`src/rtl/fwt_pkg.sv`:
```
package fwt_pkg;

  localparam int unsigned SlotW      = 6;
  localparam int unsigned ThreadW    = 8;
  localparam int unsigned KeyW       = 64;
  localparam int unsigned LimitW     = 7;
  localparam int unsigned SecW       = 32;
  localparam int unsigned UsecW      = 20;
  localparam int unsigned ProdW      = SecW + UsecW;
  localparam int unsigned DeadlineW  = 64;
  localparam int unsigned UsecPerSec = 1000000;

  typedef enum logic [1:0] {
    OP_WAIT    = 2'd0,
    OP_WAKE    = 2'd1,
    OP_REQUEUE = 2'd2,
    OP_CLEAR   = 2'd3
  } op_e;

  typedef enum logic [1:0] {
    ST_IDLE,
    ST_SCAN,
    ST_FINISH
  } state_e;

  typedef struct packed {
    logic [KeyW-1:0]    key;
    logic [ThreadW-1:0] thread;
  } slot_entry_t;

  typedef struct packed {
    logic                 status;
    logic [SlotW-1:0]     slot;
    logic [ThreadW-1:0]   thread;
    logic                 woken;
    logic                 timed;
    logic [DeadlineW-1:0] deadline;
  } result_t;

  typedef struct packed {
    logic                we;
    logic                re;
    slot_entry_t         wdata;
  } ram_ctrl_t;

endpackage

```
`src/rtl/fwt_slot_ram.sv`:
```
module fwt_slot_ram #(
  parameter int unsigned DEPTH = 16
) (
  input  logic                       clk_i,
  input  fwt_pkg::ram_ctrl_t         ctrl_i,
  input  logic [$clog2(DEPTH)-1:0]   waddr_i,
  input  logic [$clog2(DEPTH)-1:0]   raddr_i,
  output fwt_pkg::slot_entry_t       rdata_o
);
  import fwt_pkg::*;

  slot_entry_t mem [DEPTH];
  slot_entry_t rdata_q;

  always_ff @(posedge clk_i) begin
    if (ctrl_i.we) begin
      mem[waddr_i] <= ctrl_i.wdata;
    end
  end

  always_ff @(posedge clk_i) begin
    if (ctrl_i.re) begin
      rdata_q <= mem[raddr_i];
    end
  end

  assign rdata_o = rdata_q;

endmodule

```
`src/rtl/futex_wait_table.sv`:
```
// Futex wait table. Every transaction walks the slot table one slot per cycle, reading
// key and thread from a memory with a registered read while the valid bits sit in
// flip-flops. An item is accepted, scans up to SLOTS slots (a wait stops at the lowest
// free slot) and then posts its final result; the block takes no new item until it is
// idle again. The scan pauses whenever a woken result is ready and the output
// register is still stalled. Wake and requeue report each woken thread as its own
// result, with last set on the final one; wait, clear and an empty wake report one.
module futex_wait_table #(
  parameter int unsigned SLOTS = 16
) (
  input  logic                        clk_i,
  input  logic                        rst_ni,
  input  logic                        in_valid_i,
  output logic                        in_stall_o,
  input  logic [1:0]                  op_i,
  input  logic [fwt_pkg::KeyW-1:0]    key_addr_i,
  input  logic [fwt_pkg::ThreadW-1:0] thread_id_i,
  input  logic [fwt_pkg::LimitW-1:0]  wake_limit_i,
  input  logic [fwt_pkg::KeyW-1:0]    new_key_addr_i,
  input  logic                        has_timeout_i,
  input  logic [fwt_pkg::SecW-1:0]    timeout_sec_i,
  input  logic [fwt_pkg::UsecW-1:0]   timeout_usec_i,
  output logic                        out_valid_o,
  input  logic                        out_stall_i,
  output logic                        status_o,
  output logic [fwt_pkg::SlotW-1:0]   slot_index_o,
  output logic [fwt_pkg::ThreadW-1:0] thread_out_o,
  output logic                        woken_valid_o,
  output logic                        timed_o,
  output logic [fwt_pkg::DeadlineW-1:0] deadline_us_o,
  output logic                        last_o
);
  import fwt_pkg::*;

  localparam int unsigned IdxW = $clog2(SLOTS);

  state_e               state_q, state_d;
  logic [SLOTS-1:0]     valid_q, valid_d;
  logic [IdxW-1:0]      idx_q, idx_d;
  logic                 pend_vld_q, pend_vld_d;
  logic                 out_vld_q, out_vld_d;
  logic                 out_last_q, out_last_d;
  result_t              pend_q, pend_d;
  result_t              out_q, out_d;
  op_e                  op_q;
  logic [KeyW-1:0]      key_q;
  logic [KeyW-1:0]      new_key_q;
  logic [ThreadW-1:0]   thr_q;
  logic [LimitW-1:0]    left_q, left_d;
  logic                 has_to_q;
  logic [UsecW-1:0]     usec_q;
  logic [ProdW-1:0]     prod_q;

  ram_ctrl_t            ram_ctrl;
  logic [IdxW-1:0]      ram_raddr;
  slot_entry_t          rd_entry;

  logic                 in_acc;
  logic                 out_free;
  logic                 last_slot;
  logic                 key_hit;
  logic                 thr_hit;
  logic                 wait_hit;
  logic                 wake_hit;
  logic                 move_hit;
  logic                 emit_pend;
  logic                 adv;
  result_t              fin_res;

  fwt_slot_ram #(
    .DEPTH (SLOTS)
  ) u_slot_ram (
    .clk_i   (clk_i),
    .ctrl_i  (ram_ctrl),
    .waddr_i (idx_q),
    .raddr_i (ram_raddr),
    .rdata_o (rd_entry)
  );

  assign in_acc    = in_valid_i && (state_q == ST_IDLE);
  assign out_free  = !out_vld_q || !out_stall_i;
  assign last_slot = (idx_q == IdxW'(SLOTS - 1));
  assign key_hit   = valid_q[idx_q] && (rd_entry.key == key_q);
  assign thr_hit   = valid_q[idx_q] && (rd_entry.thread == thr_q);
  assign wait_hit  = (op_q == OP_WAIT) && !valid_q[idx_q];
  assign wake_hit  = ((op_q == OP_WAKE) || (op_q == OP_REQUEUE)) && key_hit
                     && (left_q != '0);
  assign move_hit  = (op_q == OP_REQUEUE) && key_hit && (left_q == '0);
  assign emit_pend = wake_hit && pend_vld_q;
  assign adv       = (state_q == ST_SCAN) && !(emit_pend && !out_free);

  always_comb begin
    state_d = state_q;
    case (state_q)
      ST_IDLE: begin
        if (in_acc) begin
          state_d = ST_SCAN;
        end
      end
      ST_SCAN: begin
        if (adv && (wait_hit || last_slot)) begin
          state_d = ST_FINISH;
        end
      end
      ST_FINISH: begin
        if (out_free) begin
          state_d = ST_IDLE;
        end
      end
      default: state_d = ST_IDLE;
    endcase
  end

  always_comb begin
    fin_res        = '0;
    fin_res.status = (op_q == OP_WAIT);

    ram_ctrl.we    = adv && (wait_hit || move_hit);
    ram_ctrl.re    = in_acc || (adv && !last_slot);
    ram_ctrl.wdata.key    = wait_hit ? key_q : new_key_q;
    ram_ctrl.wdata.thread = wait_hit ? thr_q : rd_entry.thread;
    ram_raddr      = in_acc ? '0 : IdxW'(idx_q + 1'b1);

    valid_d    = valid_q;
    idx_d      = idx_q;
    left_d     = left_q;
    pend_vld_d = pend_vld_q;
    pend_d     = pend_q;
    out_vld_d  = out_vld_q && out_stall_i;
    out_last_d = out_last_q;
    out_d      = out_q;

    if (in_acc) begin
      idx_d      = '0;
      left_d     = wake_limit_i;
      pend_vld_d = 1'b0;
    end

    if (adv) begin
      if (!last_slot) begin
        idx_d = IdxW'(idx_q + 1'b1);
      end
      if (wait_hit) begin
        valid_d[idx_q]  = 1'b1;
        pend_vld_d      = 1'b1;
        pend_d          = '0;
        pend_d.slot     = SlotW'(idx_q);
        pend_d.thread   = thr_q;
        pend_d.timed    = has_to_q;
        pend_d.deadline = has_to_q ? (DeadlineW'(prod_q) + DeadlineW'(usec_q)) : '0;
      end
      if (wake_hit) begin
        valid_d[idx_q] = 1'b0;
        left_d         = left_q - 1'b1;
        pend_vld_d     = 1'b1;
        pend_d         = '0;
        pend_d.slot    = SlotW'(idx_q);
        pend_d.thread  = rd_entry.thread;
        pend_d.woken   = 1'b1;
      end
      if ((op_q == OP_CLEAR) && thr_hit) begin
        valid_d[idx_q] = 1'b0;
      end
      if (emit_pend) begin
        out_vld_d  = 1'b1;
        out_last_d = 1'b0;
        out_d      = pend_q;
      end
    end

    if ((state_q == ST_FINISH) && out_free) begin
      out_vld_d  = 1'b1;
      out_last_d = 1'b1;
      out_d      = pend_vld_q ? pend_q : fin_res;
    end
  end

  always_ff @(posedge clk_i or negedge rst_ni) begin
    if (!rst_ni) begin
      state_q    <= ST_IDLE;
      valid_q    <= '0;
      idx_q      <= '0;
      pend_vld_q <= 1'b0;
      out_vld_q  <= 1'b0;
    end else begin
      state_q    <= state_d;
      valid_q    <= valid_d;
      idx_q      <= idx_d;
      pend_vld_q <= pend_vld_d;
      out_vld_q  <= out_vld_d;
    end
  end

  always_ff @(posedge clk_i) begin
    if (in_acc) begin
      op_q      <= op_e'(op_i);
      key_q     <= key_addr_i;
      new_key_q <= new_key_addr_i;
      thr_q     <= thread_id_i;
      has_to_q  <= has_timeout_i;
      usec_q    <= timeout_usec_i;
      prod_q    <= ProdW'(ProdW'(timeout_sec_i) * ProdW'(UsecPerSec));
    end
    left_q     <= left_d;
    pend_q     <= pend_d;
    out_q      <= out_d;
    out_last_q <= out_last_d;
  end

  assign in_stall_o    = (state_q != ST_IDLE);
  assign out_valid_o   = out_vld_q;
  assign status_o      = out_q.status;
  assign slot_index_o  = out_q.slot;
  assign thread_out_o  = out_q.thread;
  assign woken_valid_o = out_q.woken;
  assign timed_o       = out_q.timed;
  assign deadline_us_o = out_q.deadline;
  assign last_o        = out_last_q;

endmodule

```
`config.mk`:
```
export PLATFORM = sky130hd
export DESIGN_NAME = futex_wait_table
export DESIGN_NICKNAME = d
export VERILOG_FILES = /design/src/rtl/fwt_pkg.sv /design/src/rtl/fwt_slot_ram.sv /design/src/rtl/futex_wait_table.sv
export SDC_FILE = /design/constraint.sdc
export NUM_CORES = 2
export LEC_CHECK = 0
export BUFFER_PORTS_ARGS = -buffer_cell sky130_fd_sc_hd__clkbuf_2
export CAP_MARGIN = 20
export CORE_UTILIZATION = 45
export DETAILED_ROUTE_END_ITERATION = 7
export SYNTH_ARGS = -nofsm -noshare
export SYNTH_HDL_FRONTEND = slang
export SYNTH_SLANG_ARGS = --single-unit
```
`constraint.sdc`:
```
create_clock -name clk_i -period 17.08 [get_ports clk_i]
set_clock_uncertainty 0.1 [all_clocks]
set_input_delay 3.416 -clock clk_i [delete_from_list [all_inputs] [get_ports clk_i]]
set_output_delay 3.416 -clock clk_i [all_outputs]
set_load 0.05 [all_outputs]
```
==> results_dict.tcl <==
set metrics [dict create \
    status "complete, but fails checks" \
    failed_checks "design-rule violations" \
    slew_headroom 0.282 \
    final_nets 5676 \
    cts_setup_buffers 0 \
    setup_violations 0 \
    r2r_start "key_q[60]" \
    io_buffers 272 \
    start_kind "input port" \
    synth_area_leader_cell "edfxtp_1" \
    grt-ovfl-total 0 \
    num_vias 41300 \
    synth_xor_area_frac 0.0196 \
    ir_drop_v 0.000201 \
    pin_count 286 \
    setup_ws_ns 8.26 \
    yosys-top-cells-area "edfxtp_1, a211oi_1, fa_1" \
    drv_cap 0 \
    clockBufferDepth 3 \
    fin_setup_tns_ns 0 \
    hold_viol 0 \
    fin_hold_ws_ns 0.374 \
    vias_per_cell 5.64 \
    cts_made_buffers 165 \
    cts_hold_buf 0 \
    r2r_end "u_slot_ram.mem[6][10]" \
    htreeDepth 4 \
    netlist_instances 4940 \
    min_from "left_q[5]" \
    required_ns 17.56 \
    power_density_nw_per_um2 193 \
    critPathTopFamily "adder cells" \
    grt_max_degree 181 \
    cts.clk_slew.worst_paths_ns 0.06 \
    power_leakage_nw 27.3 \
    drive_gt1_frac 0.130 \
    layout_worst_path_cycle_share 0.516 \
    synthMuxAreaShare 0.0152 \
    tightestPinTransition_ns 1.08 \
    ys_seq_area_frac 0.681 \
    firstDrtPassIters 8 \
    crit_path_max_incr_delay_ns 0.59 \
    ys_async_sr_fraction 0.0150 \
    root_buffer "clkbuf_16" \
    grt_usage 0.220 \
    cp-end-kind "register" \
    rsz0062_at_grt "no" \
    synth_top_area_frac 0.671 \
    pre_cts_ws_ns 7.54 \
    synth_edf_count 1564 \
    synth_top_family_by_area "compound AO/OA/AOI/OAI gates" \
    dp_hpwl_mm 99.5 \
    cp_slowest_cell "fa_1" \
    cts_tree "yes" \
    hp-class "register to register" \
    criticalPathCategory "input port to register" \
    synth-seq-cells 1596 \
    synthToLayoutAreaGrowth_pct 12.5 \
    drc 108 \
    worst-path-buf-inv 5 \
    drt_wl_total_mm 175 \
    design.die.area_um2 157000 \
    rows 144 \
    critical_path.max_fanout 9 \
    synthesis.area_um2 70000 \
    grt_pass1_vias 39800 \
    die_y_um 396 \
    worstPathCellList "clkbuf_2, inv_1, fa_1, inv_1, fa_1, fa_1, fa_1, ha_1, inv_1, fa_1, inv_1, ha_1, a211oi_1, o211ai_1, a21oi_1, o21ai_0, a41o_1, a221o_1, o21ai_0, or4b_1, o311ai_0" \
    cts_sinks 1596 \
    detail_route.wl_per_cell_um 23.9 \
    ff2ff_path_depth 11 \
    fmax_mhz 113 \
    r2r_slack_ns 10.68 \
    initial_core_util 0.454 \
    syn_avg_cell_area_um2 14.2 \
    synth_simple_gate_area_frac 0.0855 \
    antenna_found_initial 8 \
    gp_congestion 0.849 \
    cp_common_cell "fa_1" \
    drtIter0Drc 3842 \
    fin_crit_ns 8.82 \
    fp.dieW_um 396 \
    maxSlewViolCount 0 \
    min_to "left_q[5]" \
    yosys.cell_types.count 67 \
    ant_nets 0 \
    synth_compound_area_frac 0.0988 \
    post_cts_resized 0 \
    core_area_um2 154000 \
    clock_latency_ns 0.81 \
    grt_pass1_wl_mm 258 \
    hold_depth 2 \
    yosys.area_share.adder 0.0703 \
    arrival_ns 9.29 \
    synthFlopType "edfxtp_1" \
    ys_warn_count 0 \
]
final cells by class:
class / count / area [um^2]
diodes: 1 / 2.50
clock buffers: 201 / 4330
clock inverters: 90 / 822
fillers: 13000 / 75400
inverters: 225 / 852
multi-input cells: 2832 / 20500
flip-flops and latches: 1596 / 47700
well taps: 2044 / 2560
repair buffers: 342 / 1960
cells in the mapped netlist, types with 3 or more instances:
library cell     n
a211oi_1       366
a21boi_0         5
a21o_1          25
a21oi_1        207
a311oi_1       148
a31oi_1        174
and2_1          21
and3_1          20
and4_1           6
buf_1           12
buf_4           14
clkbuf_1       270
dfrtp_1         24
dfxtp_1          8
edfxtp_1      1564
fa_1           136
ha_1           176
inv_1          224
mux2_2          81
mux2i_1          4
mux4_2           5
nand2_1        645
nand2b_1         5
nand3_1         27
nand4_1         20
nor2_1         102
nor2b_1        362
nor3_1          11
nor4_1          22
o211ai_1         3
o21a_1           7
o21ai_0         35
o21bai_1         3
o22ai_1          3
o31ai_1          6
or2_2            4
or3_1            4
xnor2_1         45
xor2_1         112
registers in the layout, summed over array words and instances (netlist names), 4 cells and up:
signal,count
u_slot_ram.mem,1152
u_slot_ram.rdata_o,72
pend_q,67
key_q,64
new_key_q,64
deadline_us_o,53
prod_q,46
usec_q,20
valid_q,16
thr_q,8
thread_out_o,8
left_q,7
idx_q,4
slot_index_o,4
cell families after synthesis:
logic type / Yosys count
compound gates: 1002
flops: 1596
mux: 90
other cells: 1
simple gates: 1258
fa+ha+maj: 312
xor+xnor: 157
buf+inv: 524
worst max path at each step:
stage | start | end | slack (ns) | cells past startpoint
5_1_grt | timeout_sec_i[2] | prod_q[49] | 8.01 | 21
3_5_place_dp | timeout_sec_i[13] | prod_q[49] | 7.54 | 21
6_report | timeout_sec_i[13] | prod_q[49] | 8.26 | 21
3_3_place_gp | timeout_sec_i[3] | prod_q[49] | 7.57 | 21
4_1_cts | timeout_sec_i[13] | prod_q[49] | 8.37 | 21
2_1_floorplan | timeout_sec_i[13] | prod_q[49] | 8.18 | 21
per-layer routing:
metal | track usage | share of wire | vias up
met4 | 0.0561 | 0.021 | 8
met1 | 0.311 | 0.43 | 20800
li1 | - | - | 18900
met3 | 0.0383 | 0.070 | 216
met5 | 0 | 0.00032 | -
met2 | 0.353 | 0.47 | 1353
layout by cell type (no fill, tap or decap), types with 7 or more instances in the layout:
cell type,netlist,layout
nor2_1,102,87
a31oi_1,174,174
a211oi_1,366,366
nor2_4,0,15
a21oi_1,207,207
nand3_1,27,27
clkbuf_16,0,168
inv_1,224,224
nand4_1,20,20
fa_1,136,136
a21o_1,25,25
conb_1,1,13
bufinv_16,0,9
a311oi_1,148,148
xnor2_1,45,45
dfrtp_1,24,23
nor3_1,11,10
nor2b_1,362,362
xor2_1,112,112
nand2_1,645,640
clkinv_1,0,37
and3_1,20,17
o21a_1,7,7
ha_1,176,176
nor4_1,22,22
edfxtp_1,1564,1564
inv_6,0,7
clkbuf_2,0,272
dfxtp_1,8,8
o21ai_0,35,35
mux2_2,81,81
buf_4,14,65
and2_1,21,20
clkinv_2,0,24
clkbuf_1,270,33
power breakdown:
group	internal [mW]	switching, mW
clock network	1.95	1.50
registers	5.34	0.243
logic	2.03	4.15
total	9.32	5.90
per-stage QoR:
stage / cell area [um^2] / total power [mW] / std cells / utilization
global placement: 73600 / 11.8 / 7037 / 0.477
detailed placement: 73600 / 11.8 / 7037 / 0.477
floorplan: 70100 / 10.0 / 4952 / -
finish: 78800 / 15.2 / 7331 / 0.511
CTS: 78700 / 15.3 / 7328 / 0.510
global route: 78800 / 16.1 / 7330 / 0.511
worst register-to-register path: cells and delay by family (launching register included):
| family | cells | cell delay (ns) |
|---|---|---|
| AO/OA/AOI/OAI | 1 | 0.57 |
| buffers and inverters | 3 | 1.82 |
| AND/OR/NAND/NOR | 6 | 2.70 |
| XOR/XNOR | 1 | 0.30 |
| flip-flops | 1 | 0.50 |
No activity file was read; power rests on OpenSTA's default activity.
